[config.mk]
export PLATFORM = sky130hd
export DESIGN_NAME = target_track_lifecycle_fsm_core
export DESIGN_NICKNAME = d
export VERILOG_FILES = /design/src/rtl/tlf_pkg.sv /design/src/rtl/target_track_lifecycle_fsm_core.sv
export SDC_FILE = /design/constraint.sdc
export NUM_CORES = 1
export LEC_CHECK = 0
export BUFFER_PORTS_ARGS = -buffer_cell sky130_fd_sc_hd__buf_2
export CAP_MARGIN = 10
export CORE_MARGIN = 2
export CORE_UTILIZATION = 35
export DETAILED_ROUTE_END_ITERATION = 8
export GPL_TIMING_DRIVEN = 0
export PLACE_DENSITY = 0.55
export SYNTH_ARGS = -nofsm -noshare
export SYNTH_HDL_FRONTEND = slang
export SYNTH_SLANG_ARGS = --single-unit
export TNS_END_PERCENT = 5
[constraint.sdc]
create_clock -name aclk -period 6.35 [get_ports aclk]
set_clock_uncertainty 0.05 [all_clocks]
set_input_delay 1.5875 -clock aclk [delete_from_list [all_inputs] [get_ports aclk]]
set_output_delay 1.5875 -clock aclk [all_outputs]
set_load 0.1 [all_outputs]
[src/rtl/tlf_pkg.sv]
package tlf_pkg;

    localparam int unsigned TimeW  = 32;
    localparam int unsigned FrameW = 8;
    localparam int unsigned CodeW  = 3;
    localparam int unsigned CfgIdxW = 1;
    localparam int unsigned CfgDataW = 32;

    localparam logic [TimeW-1:0]  LostTimeoutReset   = 32'd200000;
    localparam logic [FrameW-1:0] ConfirmFramesReset = 8'd10;
    localparam logic [FrameW-1:0] FrameMax           = 8'd255;

    localparam logic [CfgIdxW-1:0] CFG_LOST_TIMEOUT   = 1'b0;
    localparam logic [CfgIdxW-1:0] CFG_CONFIRM_FRAMES = 1'b1;

    typedef enum logic [1:0] {
        OP_MAIN_DETECT   = 2'd0,
        OP_MAIN_LOST     = 2'd1,
        OP_SENSOR_DETECT = 2'd2,
        OP_SENSOR_LOST   = 2'd3
    } op_t;

    typedef enum logic [6:0] {
        ST_SENSE_LOST   = 7'b0000001,
        ST_SENSE_DETECT = 7'b0000010,
        ST_MAIN_LOST    = 7'b0000100,
        ST_FITTING      = 7'b0001000,
        ST_TRACKING     = 7'b0010000,
        ST_TEMP_LOST    = 7'b0100000,
        ST_LOST         = 7'b1000000
    } state_t;

    localparam logic [CodeW-1:0] CODE_SENSE_LOST   = 3'd0;
    localparam logic [CodeW-1:0] CODE_SENSE_DETECT = 3'd1;
    localparam logic [CodeW-1:0] CODE_MAIN_LOST    = 3'd2;
    localparam logic [CodeW-1:0] CODE_FITTING      = 3'd3;
    localparam logic [CodeW-1:0] CODE_TRACKING     = 3'd4;
    localparam logic [CodeW-1:0] CODE_TEMP_LOST    = 3'd5;
    localparam logic [CodeW-1:0] CODE_LOST         = 3'd6;

    typedef struct packed {
        logic [1:0]       op;
        logic [TimeW-1:0] now_us;
    } in_t;

    typedef struct packed {
        logic [CodeW-1:0] life_state;
        logic             fit_restart;
        logic             is_tracking;
    } out_t;

    function automatic logic [CodeW-1:0] state_code(input state_t st);
        logic [CodeW-1:0] code;
        case (st)
            ST_SENSE_LOST:   code = CODE_SENSE_LOST;
            ST_SENSE_DETECT: code = CODE_SENSE_DETECT;
            ST_MAIN_LOST:    code = CODE_MAIN_LOST;
            ST_FITTING:      code = CODE_FITTING;
            ST_TRACKING:     code = CODE_TRACKING;
            ST_TEMP_LOST:    code = CODE_TEMP_LOST;
            ST_LOST:         code = CODE_LOST;
            default:         code = CODE_SENSE_LOST;
        endcase
        return code;
    endfunction

endpackage

[src/rtl/target_track_lifecycle_fsm_core.sv]
// latency: a result is shown the cycle after its item is accepted while the output is free
// throughput: one item per cycle while the skid entry is empty, set by the registered state update
// a skid entry behind the result register takes one more item when the output stalls,
// then input closes until the result register drains
// reset: synchronous active-low aresetn; state goes to sensing lost, frame count
// and last detect time to zero, registers to their defaults, output buffer empty
module target_track_lifecycle_fsm_core (
    input  logic                               aclk,
    input  logic                               aresetn,
    input  logic                               cfg_we,
    input  logic [tlf_pkg::CfgIdxW-1:0]        cfg_index,
    input  logic [tlf_pkg::CfgDataW-1:0]       cfg_wdata,
    input  logic                               s_valid,
    output logic                               s_ready,
    input  tlf_pkg::in_t                       s_data,
    output logic                               m_valid,
    input  logic                               m_ready,
    output tlf_pkg::out_t                      m_data
);

    logic [tlf_pkg::TimeW-1:0]  lost_timeout_reg;
    logic [tlf_pkg::FrameW-1:0] confirm_frames_reg;

    tlf_pkg::state_t            state_reg, state_next;
    logic [tlf_pkg::FrameW-1:0] frame_count_reg, frame_count_next;
    logic [tlf_pkg::TimeW-1:0]  last_detect_reg, last_detect_next;

    logic                       m_valid_reg, m_valid_next;
    tlf_pkg::out_t              m_data_reg, m_data_next;
    logic                       skid_valid_reg, skid_valid_next;
    tlf_pkg::out_t              skid_data_reg, skid_data_next;

    logic                       push;
    logic                       pop;
    logic                       restart;
    logic [tlf_pkg::FrameW-1:0] count_inc;
    logic [tlf_pkg::TimeW-1:0]  elapsed;
    tlf_pkg::out_t              result;

    assign s_ready = !skid_valid_reg;
    assign push    = s_valid && s_ready;
    assign pop     = m_valid_reg && m_ready;
    assign m_valid = m_valid_reg;
    assign m_data  = m_data_reg;

    assign count_inc = (frame_count_reg == tlf_pkg::FrameMax) ? frame_count_reg
                                                              : frame_count_reg + 8'd1;
    assign elapsed   = s_data.now_us - last_detect_reg;

    // next lifecycle state for the incoming item
    always_comb begin
        state_next       = state_reg;
        frame_count_next = frame_count_reg;
        last_detect_next = last_detect_reg;
        restart          = 1'b0;
        case (tlf_pkg::op_t'(s_data.op))
            tlf_pkg::OP_MAIN_DETECT: begin
                last_detect_next = s_data.now_us;
                frame_count_next = count_inc;
                if (state_reg == tlf_pkg::ST_SENSE_LOST ||
                    state_reg == tlf_pkg::ST_SENSE_DETECT ||
                    state_reg == tlf_pkg::ST_MAIN_LOST) begin
                    state_next = tlf_pkg::ST_FITTING;
                    restart    = 1'b1;
                end else if (state_reg == tlf_pkg::ST_TEMP_LOST) begin
                    state_next = tlf_pkg::ST_TRACKING;
                end else if (state_reg == tlf_pkg::ST_FITTING &&
                             count_inc >= confirm_frames_reg) begin
                    state_next = tlf_pkg::ST_TRACKING;
                end
            end
            tlf_pkg::OP_MAIN_LOST: begin
                frame_count_next = '0;
                if (state_reg == tlf_pkg::ST_FITTING ||
                    state_reg == tlf_pkg::ST_TRACKING) begin
                    state_next = tlf_pkg::ST_TEMP_LOST;
                end else if (state_reg == tlf_pkg::ST_TEMP_LOST &&
                             elapsed > lost_timeout_reg) begin
                    state_next = tlf_pkg::ST_LOST;
                end
            end
            tlf_pkg::OP_SENSOR_DETECT: begin
                if (state_reg == tlf_pkg::ST_SENSE_LOST ||
                    state_reg == tlf_pkg::ST_LOST) begin
                    state_next = tlf_pkg::ST_SENSE_DETECT;
                end
            end
            tlf_pkg::OP_SENSOR_LOST: begin
                if (state_reg == tlf_pkg::ST_SENSE_DETECT ||
                    state_reg == tlf_pkg::ST_LOST) begin
                    state_next = tlf_pkg::ST_SENSE_LOST;
                end
            end
            default: begin
                state_next = state_reg;
            end
        endcase
        result.life_state  = tlf_pkg::state_code(state_next);
        result.fit_restart = restart;
        result.is_tracking = (state_next == tlf_pkg::ST_TRACKING);
    end

    // output buffer: result register with a skid entry behind it
    always_comb begin
        m_valid_next    = m_valid_reg;
        m_data_next     = m_data_reg;
        skid_valid_next = skid_valid_reg;
        skid_data_next  = skid_data_reg;
        if (!m_valid_reg || pop) begin
            if (skid_valid_reg) begin
                m_valid_next    = 1'b1;
                m_data_next     = skid_data_reg;
                skid_valid_next = 1'b0;
            end else begin
                m_valid_next = push;
                m_data_next  = result;
            end
        end else if (push) begin
            skid_valid_next = 1'b1;
            skid_data_next  = result;
        end
    end

    always_ff @(posedge aclk) begin
        if (!aresetn) begin
            lost_timeout_reg   <= tlf_pkg::LostTimeoutReset;
            confirm_frames_reg <= tlf_pkg::ConfirmFramesReset;
            state_reg          <= tlf_pkg::ST_SENSE_LOST;
            frame_count_reg    <= '0;
            last_detect_reg    <= '0;
            m_valid_reg        <= 1'b0;
            skid_valid_reg     <= 1'b0;
        end else begin
            if (cfg_we) begin
                case (cfg_index)
                    tlf_pkg::CFG_LOST_TIMEOUT: begin
                        lost_timeout_reg <= cfg_wdata;
                    end
                    tlf_pkg::CFG_CONFIRM_FRAMES: begin
                        confirm_frames_reg <= cfg_wdata[tlf_pkg::FrameW-1:0];
                    end
                    default: begin
                        lost_timeout_reg <= lost_timeout_reg;
                    end
                endcase
            end
            if (push) begin
                state_reg       <= state_next;
                frame_count_reg <= frame_count_next;
                last_detect_reg <= last_detect_next;
            end
            m_valid_reg    <= m_valid_next;
            skid_valid_reg <= skid_valid_next;
        end
    end

    always_ff @(posedge aclk) begin
        m_data_reg    <= m_data_next;
        skid_data_reg <= skid_data_next;
    end

endmodule

### Word-level counts from Yosys, hierarchy flattened

Cells that the tools add are included.
Widths: inputs -> output; s select.

* input port bits: 72
* output and inout port bits: 7
* register bits: 99
* word-level logic and storage cells: 72

* bitwise logic cells: 3
* muxes and demuxes: 15
* reduce and logical (&&, ||, !) cells: 20
* equal/unequal tests: 17
* $lt $le $gt $ge: 2
* add/subtract/negate cells: 2

Operator list (number)
* $mux 7: 7
* $gt 32x32->1: 1
* $sub 32x32->32: 1
* $pmux 7 s4: 1
* $pmux 3 s6: 1
* $pmux 8 s2: 1
* $eq 7x2->1 const B: 2
* $eq 7x3->1 const B: 2
* $eq 7x4->1 const B: 2
* $eq 7x5->1 const B: 2
* $eq 7x6->1 const B: 2
* $eq 7x7->1 const B: 2
* $reduce_and 2->1: 5
* $add 8x1->8 const B: 1
* $eq 8x8->1 const B: 1
* $ge 8x8->1: 1
* $mux 8: 1
* $eq 7x1->1 const B: 1
* $logic_or 1x1->1: 6
* $mux 5: 1
* $eq 2x2->1 const B: 2
* $logic_and 1x1->1: 4
* $mux 1: 3
* $not 1->1: 3
* other kinds (5): 6

### Logic depth before layout (Yosys ltp)

Gate-level depths: netlist of run 1.

* depth in word-level cells: 11
* gate-level depth with buffers: 23
* mapped depth without buffers: 23

### Worst setup path after synthesis of run 1

Ideal clock, no wire load.

* path type: in2reg
* start: input port s_data[0] in the netlist's numbering
* end: register m_data_reg (netlist bit m_data[4]) (data pin)
* buffers on the path: 0
* data required time: 6.037 ns
* path slack: 0.432 ns
* setup time: 0.263 ns
* arrival time: 5.605 ns
* stages on the path: 23
* path through: inv_1 ha_1 inv_1 fa_1 a21o_1 nand4_1 nand3_1 a31oi_1 o211a_1 o21ai_1 a31o_2 a21oi_1 xnor2_1 ha_1 nand4_1 nor4_1 a31oi_1 a21boi_2 nor2_1 a31oi_2 mux2i_1 nor3_2 mux2_2

RTL lines
* start, declared: line target_track_lifecycle_fsm_core.sv:15 `input tlf_pkg::in_t s_data,`
* end signal, assigned: line target_track_lifecycle_fsm_core.sv:158 `m_data_reg <= m_data_next;`
* end, declared: line target_track_lifecycle_fsm_core.sv:29 `tlf_pkg::out_t m_data_reg, m_data_next;`

==> flow_summary.toml, run 1 <==
[layout]
num_antenna_cells = 0
fin_cells = 1210
nFillCells = 2023
area_growth_pct = 16.8
final_nets = 1090
design_area_um2 = 7940
drive_above_1_share_pct = 13.2

[global_routing]
track_usage_pct = 17.5
antenna_found_initial = 0
grt_max_degree = 17
busiest_layer = "met2"
overflow = 0
grtUsageMet1_pct = 23.9
first_global_vias = 5683
grt_use_met2_pct = 28.3
grt_first_pass_wirelength_um = 28300
grtUsageMet3_pct = 2.57

[floorplan]
die-height_um = 143
num_rows = 50
core_area_um2 = 18900
die-area_um2 = 20500
pin_count = 79
initial_core_util_pct = 36.0
die_x_um = 143

[place]
dp.cells = 1193
place_congestion = 0.878
dp_hpwl_um = 13600
dpl-instance-area_um2 = 7500
portBuffers = 76

[setup_path]
worst_path_max_delay_cell = "fa_1"
endpoint_kind = "flip-flop"
path_buf_inv = 3
path_cells = "buf_2, inv_1, ha_1, inv_1, fa_1, a21o_1, nand4_1, nand3_2, a31oi_4, o211a_1, o21ai_2, a311o_1, a21oi_2, xnor2_2, ha_1, nand4_1, nor4_4, a31oi_2, a21boi_4, nor2_4, a31oi_4, mux2i_1, nor3_4, mux2_2"
crit_fanout = 7
critPathRequiredTime_ps = 6400
cp.arrival_ps = 6180
cpPeakStageDelay_ps = 390
critical_path.top_delay_family = "compound AO/OA/AOI/OAI gates"
critical_path_class = "in -> reg"
start_kind = "primary input"

[drt]
initialDrtViolationCount = 245
finalWirelength_um = 17400
first_pass_iters = 4
vias = 5920
via_per_inst = 4.89
wire_per_inst_um = 14.4
postRouteAntennaNets = 0
drc = 0

[clock_network]
cts_made_buffers = 9
clock_path_buffers = 2
cts.clk_slew.worst_paths_ps = 70
cts_hold_buf = 0
cts_sinks = 99
cts_tree = "done"
cts_root_buffer = "clkbuf_16"
cts_max_level = 3
clkLatencyLatePin_ps = 350

[sta]
slew_violations = 0
max_freq_mhz = 163
worstMarginPinSlew_ps = 779
final_hold_viol_count = 0
holdWs_ps = 411
period_needed_ps = 6120
fin_crit_sh_pct = 96.4
setup_viol = 0
max-slew-margin-rel_pct = 47.5

[power_and_ir_drop]
p_leak_nw = 3.11
cellPowerDensity_nw_per_um2 = 211
total_power_w = 0.00167
ir_worst_vdd_mv = 0.151

[logic_synthesis]
netlist_top_cells_count = "nand2_1 (177), dfxtp_1 (89), inv_1 (82)"
synth_enable_flop_cells = 10
syn_avg_cell_area_um2 = 7.93
synth_fp_nets = 1002
yosysMostFrequentCell = "nand2_1"
synth_top_flop_cell = "dfxtp_1"
syn-cell-area_um2 = 6800
synth_top_area_share_pct = 26.2
async_reset_ff_share_pct = 0
yosys_warnings = 0
yosys-top-cells-area = "dfxtp_1 (26%), ha_1 (13%), nand2_1 (9.8%), a21boi_0 (7.3%), inv_1 (4.5%)"
post-synth-top-area-cell = "dfxtp_1"
synth-seq-area-share_pct = 30.6
synthCells = 857
synth_seq_cells = 99
ys_types = 68

[status]
status = "complete, no violations"

[worst_hold_path]
hp-class = "reg -> reg"

[run]
maxCapViolations = 0
-- kinds of logic after synthesis --
logic type / synth area share, %
AOI/OAI and AO/OA: 23.4
and+or+nand+nor: 19.9
buffers and inverters: 6.68
xor gates and xnor gates: 5.03
DFF: 30.6
muxes: 0.792
adders and majority gates: 13.5
-- worst paths after layout --
check,start,depth (start not counted),endpoint,slack [ps]
min,last_detect_reg[19],2,last_detect_reg[19],410
max,s_data[0],24,m_data[4],230
max reg2reg,last_detect_reg[0],22,m_data[4],1270
min reg2reg,last_detect_reg[19],2,last_detect_reg[19],410
-- per-layer routing --
| metal | vias to the layer above | wire (um) | part of all wire (%) |
|---|---|---|---|
| met2 | 97 | 7780 | 45 |
| met5 | - | 0 | 0 |
| li1 | 3134 | - | - |
| met3 | 14 | 653 | 3.8 |
| met1 | 2675 | 8720 | 50 |
| met4 | 0 | 220 | 1.3 |
-- layout by cell type (no fill, tap or decap), drive strengths merged, types with 28 or more instances in the layout --
cell	n
nand2	177
dfxtp	89
inv	82
buf	82
ha	72
a21boi	69
a21oi	50
clkbuf	38
nor2	33
xnor2	31
o21ai	28
-- power by group --
| group | switching (W) | internal, W | total [W] |
|---|---|---|---|
| combinational | 0.000249 | 0.000168 | 0.000417 |
| clock | 0.000256 | 0.000331 | 0.000587 |
| sequential | 0.0000110 | 0.000657 | 0.000668 |
-- cell type report --
type / count / area (um2) / area share (%)
flip-flops and latches: 99 / 2080 / 26.2
clock inverters: 3 / 46.3 / 0.583
clock buffers: 13 / 262 / 3.29
multi-input cells: 645 / 4380 / 55.2
plain buffers: 30 / 143 / 1.80
repair buffers: 77 / 388 / 4.88
well taps: 260 / 325 / 4.10
inverters: 83 / 312 / 3.92
-- metrics by stage --
stage                     setup TNS [ps]  setup slack (ps)  utilization (%)
after floorplan                        0               432                -
after global placement             -4150              -636             39.7
after detailed placement           -4360              -685             39.7
after CTS                              0              21.0             41.4
after global routing               -22.4             -22.4             42.0
final                                  0               225             42.0
-- worst reg2reg max path: stages (launching register included) --
cell      delay [ps]
dfxtp_1          350
ha_1             190
inv_1             60
fa_1             390
a21o_1           200
nand4_1          130
nand3_2          130
a31oi_4          220
o211a_1          240
o21ai_2          110
a311o_1          300
a21oi_2          180
xnor2_2          150
ha_1             270
nand4_1          200
nor4_4            70
a31oi_2          250
a21boi_4         280
nor2_4            90
a31oi_4          310
mux2i_1          330
nor3_4            70
mux2_2           270
-- timing repair --
item,4_1_cts,5_1_grt
buffers inserted,0,1
endpoints found under the setup margin,7,8
resized for setup,3,17
pin swaps,0,7
hold endpoints to repair,0,0
Power figures use the tool's default switching activity.
==> inputs of run 2 (changes only) <==
CORE_MARGIN = not set   (was 2)
SLEW_MARGIN = 30   (was not set)
==> run 2 against run 1 <==
Net effect:
- non-clock buffer count increased by 1
- critical path depth unchanged
- count of clock-buffer cells in the layout decreased by 4
- power decreased by 4.0%
- critical endpoint unchanged
- highest routed layer unchanged
==> flow_summary.toml, run 2 (synthesis results as in run 1) <==
[power_and_ir_drop]
seqPwrFrac_pct = 41.6
cellPowerDensity_nw_per_um2 = 204
switching_share_pct = 32.2
combPwrFrac_pct = 25.8
power.internal_w = 0.00109
p_leak_nw = 3.09
ir_worst_vdd_mv = 0.158
switchingPower_w = 0.000518
clockPowerShare_pct = 32.7

[drt]
via_per_inst = 4.86
finalWirelength_um = 16700
drc = 0
wire_per_inst_um = 13.8
postRouteAntennaNets = 0
first_pass_iters = 4
vias = 5887
initialDrtViolationCount = 274

[floorplan]
core_area_um2 = 18900
die-height_um = 141
pin_count = 79
die-area_um2 = 20000
die_x_um = 141
num_rows = 50
initial_core_util_pct = 36.0

[setup_path]
r2r_setup_slack_ps = 1220
endpoint_kind = "flip-flop"
reg2reg_to = "m_data[4]"
critical_path_class = "in -> reg"
start_kind = "primary input"
reg2reg_from = "last_detect_reg[1]"
path_buf_inv = 3
critical_path.top_delay_family = "compound AO/OA/AOI/OAI gates"
cp.depth = 24
critPathRequiredTime_ps = 6530
cp.arrival_ps = 6300
worst_path_max_delay_cell = "or3_4"
path_cells = "buf_2, inv_1, ha_1, inv_1, fa_1, a21o_1, nand4_1, nand3_2, a31oi_4, o211a_1, o21ai_1, a311o_1, a21oi_1, xnor2_1, ha_1, nand4_1, nor4_4, a31oi_2, a21boi_4, nor3_2, o22a_1, or3_4, nor3_2, mux2_2"
cpPeakStageDelay_ps = 430
r2r_cells = 21
crit_path_start = "s_data[0]"
critPathCapture = "m_data[4]"
crit_fanout = 5

[global_routing]
track_usage_pct = 17.5
grt_max_degree = 17
antenna_found_initial = 0
overflow = 0
first_global_vias = 5520
grt_first_pass_wirelength_um = 27500

[clock_network]
cts_made_buffers = 9
cts_root_buffer = "clkbuf_16"
clock_path_buffers = 2
cts.clk_slew.worst_paths_ps = 70
clkLatencyLatePin_ps = 360
cts_sinks = 99
cts_tree = "done"
cts_hold_buf = 0
cts_max_level = 3

[sta]
worstMarginPinSlew_ps = 703
fin_crit_sh_pct = 96.3
max_freq_mhz = 164
slew_violations = 0
setup_viol = 0
fin_ws_ps = 235
max-slew-margin-rel_pct = 51.9
final_hold_viol_count = 0
period_needed_ps = 6110

[layout]
final_nets = 1091
fin_util_pct = 41.7
area_growth_pct = 15.8
num_antenna_cells = 0
final_common_cell = "nand2_1"
drive_above_1_share_pct = 12.7
final_cell_mix = "nand2_1 (177), dfxtp_1 (89), inv_1 (82), buf_2 (76), ha_1 (72)"

[worst_hold_path]
hp-class = "reg -> reg"

[run]
maxCapViolations = 0

[place]
place_congestion = 0.917
portBuffers = 76
dp_hpwl_um = 13200
place_ws_ps = -637

[status]
status = "complete, no violations"
-- run 2: cell types whose count changed in the layout (fill, tap and decap cells not counted), sizes merged --
cell,previous run,this run
buf,82,83
bufinv,1,0
clkbuf,38,34
clkinv,2,4
clkinvlp,1,3
inv,82,83
-- run 2: worst min-delay path by stage --
stage,startpoint,end,slack [ps],cells past startpoint
after global routing,lost_timeout_reg[25],lost_timeout_reg[25],430,2
after CTS,last_detect_reg[9],last_detect_reg[9],420,2
after detailed placement,last_detect_reg[9],last_detect_reg[9],410,2
after floorplan,last_detect_reg[24],last_detect_reg[24],390,2
after global placement,last_detect_reg[10],last_detect_reg[10],400,2
final,last_detect_reg[9],last_detect_reg[9],410,2
-- run 2: cell type report --
| class | count | area (um2) |
|---|---|---|
| fillers | 2006 | 11000 |
| repair buffers | 78 | 395 |
| plain buffers | 30 | 143 |
| inverters | 83 | 312 |
| multi-input cells | 645 | 4350 |
| clock buffers | 9 | 225 |
| clock inverters | 7 | 43.8 |
| flip-flops and latches | 99 | 2080 |
| well taps | 260 | 325 |
-- run 2: metrics by stage --
stage,cell area (um2),hold WS [ps],cells,power (W),TNS (ps)
global route,7870,435,1211,0.00170,-8.48
CTS,7790,416,1209,0.00161,0
finish,7870,414,1211,0.00161,0
detailed placement,7500,406,1193,0.00109,-3880
floorplan,6800,393,857,0.000981,0
global placement,7500,401,1193,0.00109,-3850
-- run 2: worst reg2reg max path: cells and delay by family (launching register included) --
kind	cells	cell delay, ps
AOI/OAI and AO/OA	9	2110
and+or+nand+nor	7	1560
adders and majority gates	2	550
DFF	1	330
xor gates and xnor gates	1	170
muxes	1	170
buffers and inverters	1	70
-- run 2: power groups by stage --
stage	Clock (W)	Combinational [W]	Sequential, W
floorplan	0	0.000274	0.000707
global placement	0	0.000405	0.000681
detailed placement	0	0.000406	0.000682
CTS	0.000537	0.000409	0.000667
global route	0.000565	0.000467	0.000670
finish	0.000525	0.000413	0.000667
-- run 2: layer usage --
layer	share of wire [%]	up-vias	wire, um	global-route usage, %
met2	44	103	7400	28.4
met3	3.7	14	620	2.43
li1	-	3133	-	-
met4	1.4	0	226	5.66
met1	51	2637	8460	23.8
met5	0	-	0	0
-- run 2: repair_timing --
action / CTS / global route
pin swaps: 0 / 3
setup endpoints to repair: 6 / 8
setup buffers: 0 / 2
gates resized for setup: 3 / 10
==> inputs of run 3 (changes only) <==
clock period = 6 ns   (was 6.35 ns; I/O delays follow)
==> run 3 against run 2 <==
Net effect:
- worst setup slack worse by 210 ps
- non-clock buffer count is 2 higher
- die area stayed put
- critical path depth is 1 lower
- count of clock-buffer cells in the layout stayed put
- largest cell class unchanged
==> flow_summary.toml, run 3 (synthesis results as in run 1) <==
[setup_path]
start_kind = "primary input"
endpoint_kind = "flip-flop"
cpPeakStageDelay_ps = 390
reg2reg_from = "last_detect_reg[0]"
path_cells = "buf_2, inv_1, ha_2, inv_1, fa_2, a21o_1, nand4_1, nand3_2, a31oi_4, o211a_1, o21ai_2, a311o_1, a21oi_2, xnor2_1, ha_1, nand4_1, nor4_4, o311a_4, nor2_4, a31oi_4, mux2i_2, nor3_4, mux2_2"
reg2reg_to = "m_data[4]"
crit_path_start = "s_data[0]"
critPathRequiredTime_ps = 6060
cp.arrival_ps = 6040
critPathCapture = "m_data[4]"
r2r_setup_slack_ps = 990
crit_fanout = 6
r2r_cells = 21
worst_path_max_delay_cell = "nor4_4"
critical_path_class = "in -> reg"

[drt]
wire_per_inst_um = 13.9
via_per_inst = 4.88
postRouteAntennaNets = 0
first_pass_iters = 5
finalWirelength_um = 16900
vias = 5923
drc = 0
initialDrtViolationCount = 262

[place]
dp_hpwl_um = 13200
portBuffers = 76
place_congestion = 0.917
dp.cells = 1193

[floorplan]
die_x_um = 141
die-height_um = 141
initial_core_util_pct = 36.0
num_rows = 50
die-area_um2 = 20000
pin_count = 79
core_area_um2 = 18900

[sta]
holdWs_ps = 413
rsz0062_at_grt = "true"
fin_crit_sh_pct = 99.6
final_hold_viol_count = 0
worstMarginPinSlew_ps = 765
max_freq_mhz = 167
setup_viol = 0
max-slew-margin-rel_pct = 48.4
slew_violations = 0
period_needed_ps = 5980

[clock_network]
clkLatencyLatePin_ps = 360
cts_made_buffers = 9
cts_tree = "done"
cts_sinks = 99
cts.clk_slew.worst_paths_ps = 70
cts_root_buffer = "clkbuf_16"
cts_max_level = 3
cts_hold_buf = 0
clock_path_buffers = 2

[global_routing]
grt_max_degree = 17
antenna_found_initial = 0
first_global_vias = 5524
overflow = 0
track_usage_pct = 17.5
grt_first_pass_wirelength_um = 27500

[worst_hold_path]
hp-class = "reg -> reg"

[layout]
nFillCells = 1997
final_nets = 1093
final_common_cell = "nand2_1"
fin_cells = 1213
fin_util_pct = 42.0
multi_input_area_um2 = 4400
drive_above_1_share_pct = 13.9
regArea_um2 = 2080
area_growth_pct = 16.9
num_antenna_cells = 0
final_cell_mix = "nand2_1 (177), dfxtp_1 (89), inv_1 (82), buf_2 (76), ha_1 (71)"

[power_and_ir_drop]
cellPowerDensity_nw_per_um2 = 214
p_leak_nw = 3.10
ir_worst_vdd_mv = 0.167

[run]
maxCapViolations = 0

[status]
status = "complete, no violations"
[run 3: worst min-delay path by stage]
stage	startpoint	end	cells past startpoint
after floorplan	last_detect_reg[24]	last_detect_reg[24]	2
after global placement	last_detect_reg[10]	last_detect_reg[10]	2
after detailed placement	last_detect_reg[9]	last_detect_reg[9]	2
after CTS	last_detect_reg[9]	last_detect_reg[9]	2
after global routing	lost_timeout_reg[25]	lost_timeout_reg[25]	2
final	last_detect_reg[9]	last_detect_reg[9]	2
[run 3: layout make-up]
class	count	area share, %
repair buffers	80	5.17
plain buffers	30	1.80
multi-input cells	645	55.4
clock buffers	9	2.84
inverters	83	3.92
flip-flops and latches	99	26.2
well taps	260	4.10
clock inverters	7	0.551
[run 3: layer usage]
layer	vias to the layer above	wire, um	track usage [%]
li1	3140	-	-
met1	2656	8540	23.8
met2	113	7520	28.6
met3	14	578	2.43
met4	0	226	5.66
met5	-	0	0
[run 3: worst max-delay path, delay by kind of cell]
kind	cells	cell delay, ps
buf+inv	3	220
xor+xnor	1	100
simple gates	6	960
fa+ha+maj	3	840
mux	2	590
compound gates	8	1810
[run 3: timing repair]
item,in CTS,in global routing
gates resized for setup,11,14
setup endpoints to repair,11,6
pin swaps,3,12
setup buffers,1,3
[run 3: power by group]
part           total (W)  switching [W]  internal (W)
clock           0.000553       0.000274      0.000280
sequential      0.000706      0.0000112      0.000695
combinational   0.000443       0.000265      0.000178
total            0.00170       0.000550       0.00115
[run 3: metrics by stage]
stage               setup slack [ps]  TNS [ps]  instance area (um2)  power [W]
floorplan                        170         0                 6800    0.00104
global placement                -879     -6740                 7500    0.00115
detailed placement              -900     -6770                 7500    0.00115
CTS                             27.6         0                 7850    0.00171
global route                    -165      -475                 7940    0.00181
finish                          24.0         0                 7940    0.00170
